### src/sv/isort_pkg.sv
package isort_pkg;

  localparam int unsigned Depth = 16;

  typedef enum logic {
    ST_FILL,
    ST_DRAIN
  } isort_state_e;

  typedef struct packed {
    logic signed [31:0] value;
    logic               last;
  } isort_in_t;

  typedef struct packed {
    logic signed [31:0] sorted_value;
    logic               final_res;
    logic               overflow;
  } isort_out_t;

  // broadcast to every cell of the chain
  typedef struct packed {
    logic               insert;
    logic               drain;
    logic signed [31:0] value;
  } isort_ctrl_t;

endpackage

### src/sv/isort_cell.sv
module isort_cell
  import isort_pkg::*;
(
  input  logic               clk_i,
  input  logic               rst_ni,
  input  isort_ctrl_t        ctrl_i,
  input  logic signed [31:0] prev_value_i,
  input  logic               prev_valid_i,
  input  logic               prev_greater_i,
  input  logic signed [31:0] next_value_i,
  input  logic               next_valid_i,
  output logic signed [31:0] value_o,
  output logic               valid_o,
  output logic               greater_o
);

  logic signed [31:0] value_d, value_q;
  logic               valid_d, valid_q;

  // an empty cell counts as larger than any value
  assign greater_o = !valid_q || (value_q > ctrl_i.value);
  assign value_o   = value_q;
  assign valid_o   = valid_q;

  always_comb begin
    value_d = value_q;
    valid_d = valid_q;
    if (ctrl_i.insert) begin
      if (prev_greater_i) begin
        // lower neighbour moves up
        value_d = prev_value_i;
        valid_d = prev_valid_i;
      end else if (greater_o) begin
        // insertion point
        value_d = ctrl_i.value;
        valid_d = 1'b1;
      end
    end else if (ctrl_i.drain) begin
      value_d = next_value_i;
      valid_d = next_valid_i;
    end
  end

  always_ff @(posedge clk_i or negedge rst_ni) begin
    if (!rst_ni) begin
      valid_q <= 1'b0;
    end else begin
      valid_q <= valid_d;
    end
  end

  always_ff @(posedge clk_i) begin
    value_q <= value_d;
  end

endmodule

### src/sv/insertion_sort_engine_core.sv
// channel | direction | handshake            | payload
// in      | input     | in_valid_i/in_stall_o   | isort_in_t  (value, last)
// out     | output    | out_valid_o/out_stall_i | isort_out_t (sorted_value, final_res, overflow)
//
// a value is written into the cell chain registers when it is taken; values may follow back to back
// a transaction marked last is inserted if there is room, then the set leaves one value
// per cycle from the bottom cell while the output is not stalled; input is stalled
// during the drain
// reset clears the cell occupancy, the drop flag, the state and the output valid flag
// output stall simply freezes the drain; the output register holds its transaction
module insertion_sort_engine_core
  import isort_pkg::*;
(
  input  logic       clk_i,
  input  logic       rst_ni,
  input  logic       in_valid_i,
  output logic       in_stall_o,
  input  isort_in_t  in_data_i,
  output logic       out_valid_o,
  input  logic       out_stall_i,
  output isort_out_t out_data_o
);

  isort_state_e state_d, state_q;

  // chain taps
  logic signed [31:0] cell_value   [Depth];
  logic               cell_valid   [Depth];
  logic               cell_greater [Depth];

  isort_ctrl_t ctrl;
  logic        in_take;
  logic        full;
  logic        load;
  logic        dropped_d, dropped_q;
  isort_out_t  out_d, out_q;
  logic        out_valid_d, out_valid_q;

  assign full    = cell_valid[Depth-1];
  assign in_take = in_valid_i && !in_stall_o;

  // insert only while there is room; otherwise the value is dropped
  assign ctrl.insert = in_take && !full;
  assign ctrl.drain  = load;
  assign ctrl.value  = in_data_i.value;

  // row of compare-and-shift cells
  for (genvar i = 0; i < Depth; i++) begin : g_cell
    logic signed [31:0] prev_value;
    logic               prev_valid;
    logic               prev_greater;
    logic signed [31:0] next_value;
    logic               next_valid;

    if (i == 0) begin : g_bottom
      assign prev_value   = '0;
      assign prev_valid   = 1'b0;
      assign prev_greater = 1'b0;
    end else begin : g_mid_lo
      assign prev_value   = cell_value[i-1];
      assign prev_valid   = cell_valid[i-1];
      assign prev_greater = cell_greater[i-1];
    end

    if (i == Depth - 1) begin : g_top
      assign next_value = '0;
      assign next_valid = 1'b0;
    end else begin : g_mid_hi
      assign next_value = cell_value[i+1];
      assign next_valid = cell_valid[i+1];
    end

    isort_cell u_cell (
      .clk_i         (clk_i),
      .rst_ni        (rst_ni),
      .ctrl_i        (ctrl),
      .prev_value_i  (prev_value),
      .prev_valid_i  (prev_valid),
      .prev_greater_i(prev_greater),
      .next_value_i  (next_value),
      .next_valid_i  (next_valid),
      .value_o       (cell_value[i]),
      .valid_o       (cell_valid[i]),
      .greater_o     (cell_greater[i])
    );
  end

  // next state
  always_comb begin
    state_d = state_q;
    case (state_q)
      ST_FILL: begin
        if (in_take && in_data_i.last) begin
          state_d = ST_DRAIN;
        end
      end
      ST_DRAIN: begin
        // bottom cell holds the final value once the one above is empty
        if (load && !cell_valid[1]) begin
          state_d = ST_FILL;
        end
      end
      default: state_d = ST_FILL;
    endcase
  end

  // state outputs
  always_comb begin
    in_stall_o = 1'b1;
    load       = 1'b0;
    case (state_q)
      ST_FILL: begin
        in_stall_o = 1'b0;
      end
      ST_DRAIN: begin
        load = !out_valid_q || !out_stall_i;
      end
      default: begin
        in_stall_o = 1'b1;
      end
    endcase
  end

  // drop flag lives for one set
  always_comb begin
    dropped_d = dropped_q;
    if (in_take && full) begin
      dropped_d = 1'b1;
    end else if (load && !cell_valid[1]) begin
      dropped_d = 1'b0;
    end
  end

  // output register
  always_comb begin
    out_d       = out_q;
    out_valid_d = out_valid_q;
    if (load) begin
      out_d.sorted_value = cell_value[0];
      out_d.final_res    = !cell_valid[1];
      out_d.overflow     = dropped_q;
      out_valid_d        = 1'b1;
    end else if (!out_stall_i) begin
      out_valid_d = 1'b0;
    end
  end

  always_ff @(posedge clk_i or negedge rst_ni) begin
    if (!rst_ni) begin
      state_q     <= ST_FILL;
      dropped_q   <= 1'b0;
      out_valid_q <= 1'b0;
    end else begin
      state_q     <= state_d;
      dropped_q   <= dropped_d;
      out_valid_q <= out_valid_d;
    end
  end

  always_ff @(posedge clk_i) begin
    out_q <= out_d;
  end

  assign out_valid_o = out_valid_q;
  assign out_data_o  = out_q;

endmodule

### config.mk
export PLATFORM = sky130hd
export DESIGN_NAME = insertion_sort_engine_core
export DESIGN_NICKNAME = d
export VERILOG_FILES = /design/src/sv/isort_pkg.sv /design/src/sv/isort_cell.sv /design/src/sv/insertion_sort_engine_core.sv
export SDC_FILE = /design/constraint.sdc
export NUM_CORES = 2
export LEC_CHECK = 0
export BUFFER_PORTS_ARGS = -buffer_cell sky130_fd_sc_hd__buf_2
export CAP_MARGIN = 20
export CORE_UTILIZATION = 50
export DETAILED_ROUTE_END_ITERATION = 12
export PLACE_DENSITY = 0.65
export SETUP_SLACK_MARGIN = 0.3
export SLEW_MARGIN = 20
export SYNTH_ARGS = -nofsm -noshare
export SYNTH_HDL_FRONTEND = slang
export SYNTH_SLANG_ARGS = --single-unit
export TNS_END_PERCENT = 10
### constraint.sdc
create_clock -name clk_i -period 9.15 [get_ports clk_i]
set_input_delay 0 -clock clk_i [delete_from_list [all_inputs] [get_ports clk_i]]
set_output_delay 0 -clock clk_i [all_outputs]
set_load 0.01 [all_outputs]
-- Word-level counts from Yosys, hierarchy flattened
Cells that the tools add are included.
- register bits: 565
- latch bits: 0
- RAM bits: 0
- ROM bits: 0
- bits of input ports: 37
- output and inout port bits: 36
- memories kept: 0
- add/subtract/negate cells: 0
- multiply operators: 0
- divide/modulo/power cells: 0
- $lt $le $gt $ge: 16
- eq/ne operators: 17
- shift-type cells: 0
- multiplexer cells: 135
- bitwise operators: 1
- reduce and logical (&&, ||, !) cells: 58
- operators with widths (kind ; number):
    32-bit 2-to-1 mux ; 63
    32-bit > comparator ; 16
    1-bit 2-to-1 mux ; 71
    3-bit by 1-bit != test with 1-bit output, second input constant ; 15
    2-bit AND reduction ; 16
    1-bit zero test ; 18
    1-bit logical OR ; 17
    1-bit logical AND ; 5
    2-bit by 1-bit != test with 1-bit output, second input constant ; 2
    2-bit nonzero test ; 2
    1-bit one-hot mux with 2 select lines ; 1
    1-bit inverter ; 1

-- Logic depth before layout (Yosys ltp)
- word-level depth: 6
- gate-level depth with buffers: 13
- mapped depth without buffers: 11

-- Hierarchy
A second synthesis with hierarchy kept.
- cells, all modules: 4417
- area, all modules: 42190.5 sq um
- modules (own cells, without submodules) (module ; instances ; cells an instance ; area each (sq um) ; sequential area each (sq um)):
    isort_cell ; 16 ; 273 ; 2563.7 ; 985.9
    insertion_sort_engine_core ; 1 ; 49 ; 1171.1 ; 1096.1

-- Least setup slack after synthesis
Ideal clock, no wire load.
- kind: reg2reg
- start: reg g_cell[0].u_cell.value_q[11]
- end: reg g_cell[0].u_cell.value_q[0] (enable)
- library setup time: 0.466 ns
- arrival time: 4.620 ns
- required time: 8.684 ns
- setup slack: 4.064 ns
- cell stages (with the launch flop): 12
- clock period less this slack: 5.086 ns
- path through: edfxtp_1 > ha_1 > nand4_1 > nor4_1 > o21ai_0 > o211ai_1 > a21oi_1 > xnor2_1 > a32oi_2 > buf_2 > inv_1 > o21ai_0
- word-level cells in the longest chain between the ends: 4
- ends and longest elaborated chain (item ; line ; RTL):
    start, declared ; isort_cell.sv:17 ; logic signed [31:0] value_d, value_q;
    start signal, assigned ; isort_cell.sv:53 ; value_q <= value_d;
    32-bit > comparator ; isort_cell.sv:21 ; assign greater_o = !valid_q || (value_q > ctrl_i.value);
    1-bit logical OR ; isort_cell.sv:21 ;
    2-bit by 1-bit != test with 1-bit output (no source line) ; - ;
    2-bit AND reduction (no source line) ; - ;
Every way passes these cells.
A chain may end at the register's enable or synchronous reset.

-- Worst setup path after layout
- start: in in_data_i[32] (netlist name)
- end: reg g_cell[3].u_cell.value_q[12] (enable)
- word-level cells in the longest chain between the ends: 4
- elaborated cells on any way between the ends: 6
- classes of those cells: order compare (2); eq/ne (1); reduce/logical (3)
- ends and longest elaborated chain (item ; line ; RTL):
    start, declared ; insertion_sort_engine_core.sv:18 ; input isort_in_t in_data_i,
    32-bit > comparator ; isort_cell.sv:21 ;
    1-bit logical OR ; isort_cell.sv:21 ;
    3-bit by 1-bit != test with 1-bit output (no source line) * ; - ;
    2-bit AND reduction (no source line) * ; - ;
    end signal, assigned ; isort_cell.sv:53 ;
    end, declared ; isort_cell.sv:17 ;
Mark *: on every way between the ends. The rest lies on a longest branch, timed or not.

==> results.rst <==
.. list-table::
   :header-rows: 1

   * - Metric
     - Value
   * - Shortest clock period the worst path allows after layout
     - 4.97 ns
   * - FP Rows
     - 100
   * - Asr flop ratio synth
     - under 10%
   * - Number of failing setup endpoints in the final timing report
     - 0
   * - Non-filler instance count after layout
     - 4785
   * - Number of max-capacitance violations reported
     - 0
   * - Global route overflow
     - 0
   * - Post-Place Cells
     - about 4600
   * - Total design power
     - around 0.017 W
   * - Area contributors post-synth
     - sky130_fd_sc_hd__edfxtp_1 (43%), sky130_fd_sc_hd__ha_1 (16%), sky130_fd_sc_hd__mux2i_1 (8.4%)
   * - Detailed placer's ending HPWL
     - between 70000 and 80000 µm
   * - Combinational share of power
     - a little under half
   * - Max-slew violation total from the final report
     - 0
   * - Total leakage power
     - approximately 19 nW
   * - Final estimated routing congestion in global placement
     - approximately 0.91
   * - Clock network power share
     - 16.3%
   * - YS warnings
     - 0
   * - Number of cells on the worst hold path
     - 3
   * - TritonCTS clock tree
     - done
   * - Core area
     - ~75000 µm²
   * - Initial antenna violation count
     - 3
   * - Crit share post-route
     - between 50% and 60%
   * - Compound-cell area share of the yosys netlist
     - 16.3%
   * - Endpoint of the lowest-slack register-to-register path
     - g_cell[3].u_cell.value_o[12]$_DFFE_PP_
   * - Clock Skew
     - between 0.02 and 0.025 ns
   * - Number of CTS-inserted buffers
     - 66
   * - Post-Route Hold Slack
     - approximately 0.043 ns
   * - Met3 Usage GRT
     - 3.39%
   * - Synth Area in Adders
     - between 10% and 20%
   * - Type of element capturing the critical path
     - register
   * - CTS H-Tree Depth
     - 3
   * - Kind of launch point of the worst setup path
     - input pin
   * - IO buf count
     - 72
   * - Class of the most critical hold timing path
     - input pin to register
   * - X dimension of the die
     - 277 µm
   * - Instance area after placement
     - slightly below 40000 µm²
   * - Global-route wire length before repair
     - between 150000 and 200000 µm
   * - Cell area after layout
     - 41800 µm²
   * - Register-to-register path setup slack
     - roughly 4.7 ns
   * - Total die area
     - about 77000 µm²
   * - Flop and latch count out of synthesis
     - 565
   * - Clock root buffer master
     - sky130_fd_sc_hd__clkbuf_16
   * - Pwr dens
     - around 410 nW/µm²
   * - Number of flops mapped to enable cells by yosys
     - roughly 550
   * - CP Data Required Time
     - 9.37 ns
   * - Run status
     - finished, final reports clean
   * - Largest voltage drop on the vdd net
     - ~0.26 mV
   * - Die Ht
     - 277 µm
   * - Clock sink count
     - around 570
   * - Vias in the first global route
     - roughly 28000
   * - Dominant synthesized flop cell
     - sky130_fd_sc_hd__edfxtp_1
   * - Syn avg cell area
     - 10.1 µm²
   * - Routed Antenna Nets
     - 0
   * - Area of the mapped netlist
     - 37800 µm²
   * - WS Path Type
     - input pin to register
   * - Yosys top cell area share
     - about 43%
   * - Mapped Nets
     - between 4000 and 5000
   * - Basic-gate share of the synthesized area counting and, or, nand and nor cells
     - roughly 11%
   * - Pin count of the biggest net entering global routing
     - around 250
   * - Switching power total
     - about 0.0073 W
   * - Starting density of the core
     - around 51%
   * - Routed wire length
     - between 100000 and 150000 µm
   * - Worst path arrival time
     - approximately 5.2 ns
   * - Count of unresolved DRC violations after routing
     - 0
   * - Startpoint of the worst hold path
     - in_data_i[25]
   * - Avg Vias per Cell
     - 6.17
   * - CTS Buffer Depth
     - 3
   * - Worst-skew pair later-pin latency
     - 0.61 ns
   * - Slew at the pin closest to its max-slew limit
     - between 1 and 1.5 ns
   * - Cell count after synthesis
     - 3743
   * - Hold worst-path end
     - g_cell[1].u_cell.value_o[24]$_DFFE_PP_
   * - Total Negative Setup Slacks
     - 0 ns
   * - Peak fanout along the critical path
     - 32
   * - Synth-to-Final Area Change
     - 10.6%
   * - RSZ-0062 raised after global routing
     - no
   * - Slew headroom
     - between 30% and 40%
   * - # nets final
     - 4280
   * - Post-synthesis xor/xnor area fraction
     - less than 1%
   * - CTS clock-pin slew for the worst setup and hold paths
     - approximately 0.06 ns
   * - GR Layer Usage met2
     - between 40% and 50%
   * - Sequential share of power
     - a little under two fifths
   * - 1st-pass router iterations
     - 6
   * - Post-synth cell types
     - between 60 and 70
   * - Total internal power
     - between 0.009 and 0.01 W
   * - Detailed-route via count
     - slightly below 30000
   * - Portion of the post-synthesis area used by sequential elements
     - 44.6%
   * - Number of buffers inserted by post-CTS setup repair
     - 0
   * - Met1 Use GR
     - 39.3%
   * - Proportion of layout cells with a drive suffix above 1
     - under 10%
   * - All-Layer GR Usage
     - between 20% and 30%
   * - Share of total power consumed by net switching
     - a little over two fifths
   * - Number of hold violations in the final report
     - 0
   * - Violation count after the first detailed-route iteration
     - around 2900
   * - Start point of the critical path
     - in_data_i[32]
   * - Cell taking the most area after synthesis
     - sky130_fd_sc_hd__edfxtp_1
   * - Busiest layer in global routing
     - met2
   * - Mean routed wirelength per cell
     - 22.5 µm
   * - Number of cells on the worst reg-to-reg path
     - 9
   * - Dominant combinational cell family by area after synthesis
     - compound AO/OA/AOI/OAI gates
   * - Share of cell area taken by muxes after synthesis
     - between 8 and 9%
   * - FMAX
     - between 0.2 and 0.25 GHz
   * - Ports
     - 73
   * - Source of the worst register-to-register timing path
     - g_cell[3].u_cell.value_o[31]$_DFFE_PP_
## metal layers
layer  vias to the layer above  wire, µm
li1                      14100         -
met1                     14100     48900
met2                      1107     48300
met3                       190      7250
met4                         0      3340
met5                         -         0
## per-stage QoR
| stage | util, % | worst slack (ns) |
|---|---|---|
| after global placement | 52.5 | 4.14 |
| after floorplan | - | 4.06 |
| final | 56.1 | 4.18 |
| after detailed placement | 52.5 | 4.11 |
| after global routing | 56.1 | 3.96 |
| after CTS | 56.0 | 4.16 |
## worst max-delay path by stage
stage | end | slack [ns] | cells after the start
6_report | g_cell[3].u_cell.value_o[12]$_DFFE_PP_ | 4.18 | 12
3_5_place_dp | g_cell[3].u_cell.value_o[6]$_DFFE_PP_ | 4.11 | 11
5_1_grt | g_cell[3].u_cell.value_o[12]$_DFFE_PP_ | 3.96 | 12
2_1_floorplan | g_cell[0].u_cell.value_o[0]$_DFFE_PP_ | 4.06 | 11
3_3_place_gp | g_cell[3].u_cell.value_o[6]$_DFFE_PP_ | 4.14 | 11
4_1_cts | g_cell[3].u_cell.value_o[12]$_DFFE_PP_ | 4.16 | 12
## logic make-up after synthesis
kind of cell               count (synthesis)
and+or+nand+nor                          998
buffers and inverters                    296
muxes                                    319
xor gates and xnor gates                   3
AOI/OAI and AO/OA                       1082
DFF                                      565
adders and majority gates                480
## layout make-up
type                       instances  area [µm²]
antenna                            3        7.51
clock buffer                      86        1890
clock inverter                    32         353
fill                            6406       32700
inverter                          75         282
multi-input combinational       2882       20000
sequential                       565       16900
tap                              969        1210
timing repair buffer             173        1260
## Yosys cell counts, types with 9 or more instances
master                       n
sky130_fd_sc_hd__nand3_1    69
sky130_fd_sc_hd__o31ai_1    32
sky130_fd_sc_hd__nand2b_1   13
sky130_fd_sc_hd__buf_2      39
sky130_fd_sc_hd__buf_1      12
sky130_fd_sc_hd__a21oi_1   308
sky130_fd_sc_hd__o21ai_1    10
sky130_fd_sc_hd__ha_1      480
sky130_fd_sc_hd__o21a_1     21
sky130_fd_sc_hd__a211oi_1   14
sky130_fd_sc_hd__mux2i_1   318
sky130_fd_sc_hd__o211ai_1   18
sky130_fd_sc_hd__dfrtp_1    19
sky130_fd_sc_hd__edfxtp_1  546
sky130_fd_sc_hd__nand4_1    99
sky130_fd_sc_hd__a21o_1     97
sky130_fd_sc_hd__nor2b_1    12
sky130_fd_sc_hd__clkbuf_1  162
sky130_fd_sc_hd__a22oi_1    33
sky130_fd_sc_hd__nor2_1    124
sky130_fd_sc_hd__a31oi_1     9
sky130_fd_sc_hd__inv_1      74
sky130_fd_sc_hd__nand2_1   609
sky130_fd_sc_hd__o21ai_0   490
sky130_fd_sc_hd__nor3_1     25
sky130_fd_sc_hd__nor4_1     17
## flip-flops by register name, indices dropped and copies added, names as in the netlist
signal	cells
g_cell.u_cell.value_o	512
out_data_o	34
g_cell.u_cell.valid_o	16
dropped_q	1
out_valid_o	1
state_q	1
## critical path, stage by stage
cell and delay, ns:
sky130_fd_sc_hd__dlygate4sd3_1 0.52, sky130_fd_sc_hd__buf_2 0.35, sky130_fd_sc_hd__inv_1 0.47, sky130_fd_sc_hd__ha_1 0.58
sky130_fd_sc_hd__nand4_1 0.17, sky130_fd_sc_hd__nor4_1 0.72, sky130_fd_sc_hd__a21oi_1 0.18, sky130_fd_sc_hd__mux2i_1 0.20
sky130_fd_sc_hd__a21oi_4 0.66, sky130_fd_sc_hd__buf_4 0.42, sky130_fd_sc_hd__nor3_1 0.13, sky130_fd_sc_hd__nor2_4 0.74
## power groups by stage
stage	clock (W)	combinational, W	sequential, W
after floorplan	0	0.00563	0.00592
after global placement	0	0.00763	0.00636
after detailed placement	0	0.00778	0.00638
after CTS	0.00281	0.00783	0.00634
after global routing	0.00291	0.00881	0.00652
final	0.00278	0.00792	0.00638
## cell usage in the layout (no fill, tap or decap), types with 97 or more instances in the layout
cell type / count
sky130_fd_sc_hd__nor2_1: 111
sky130_fd_sc_hd__edfxtp_1: 546
sky130_fd_sc_hd__nand4_1: 99
sky130_fd_sc_hd__a21oi_1: 301
sky130_fd_sc_hd__o21ai_0: 489
sky130_fd_sc_hd__a21o_1: 97
sky130_fd_sc_hd__mux2i_1: 318
sky130_fd_sc_hd__ha_1: 480
sky130_fd_sc_hd__nand2_1: 608
## repair_timing
item | CTS | global route
hold endpoints to repair | 172 | 0
hold buffers | 36 | 0
gates resized for setup | 0 | 0
No activity file was read; power rests on OpenSTA's default activity.
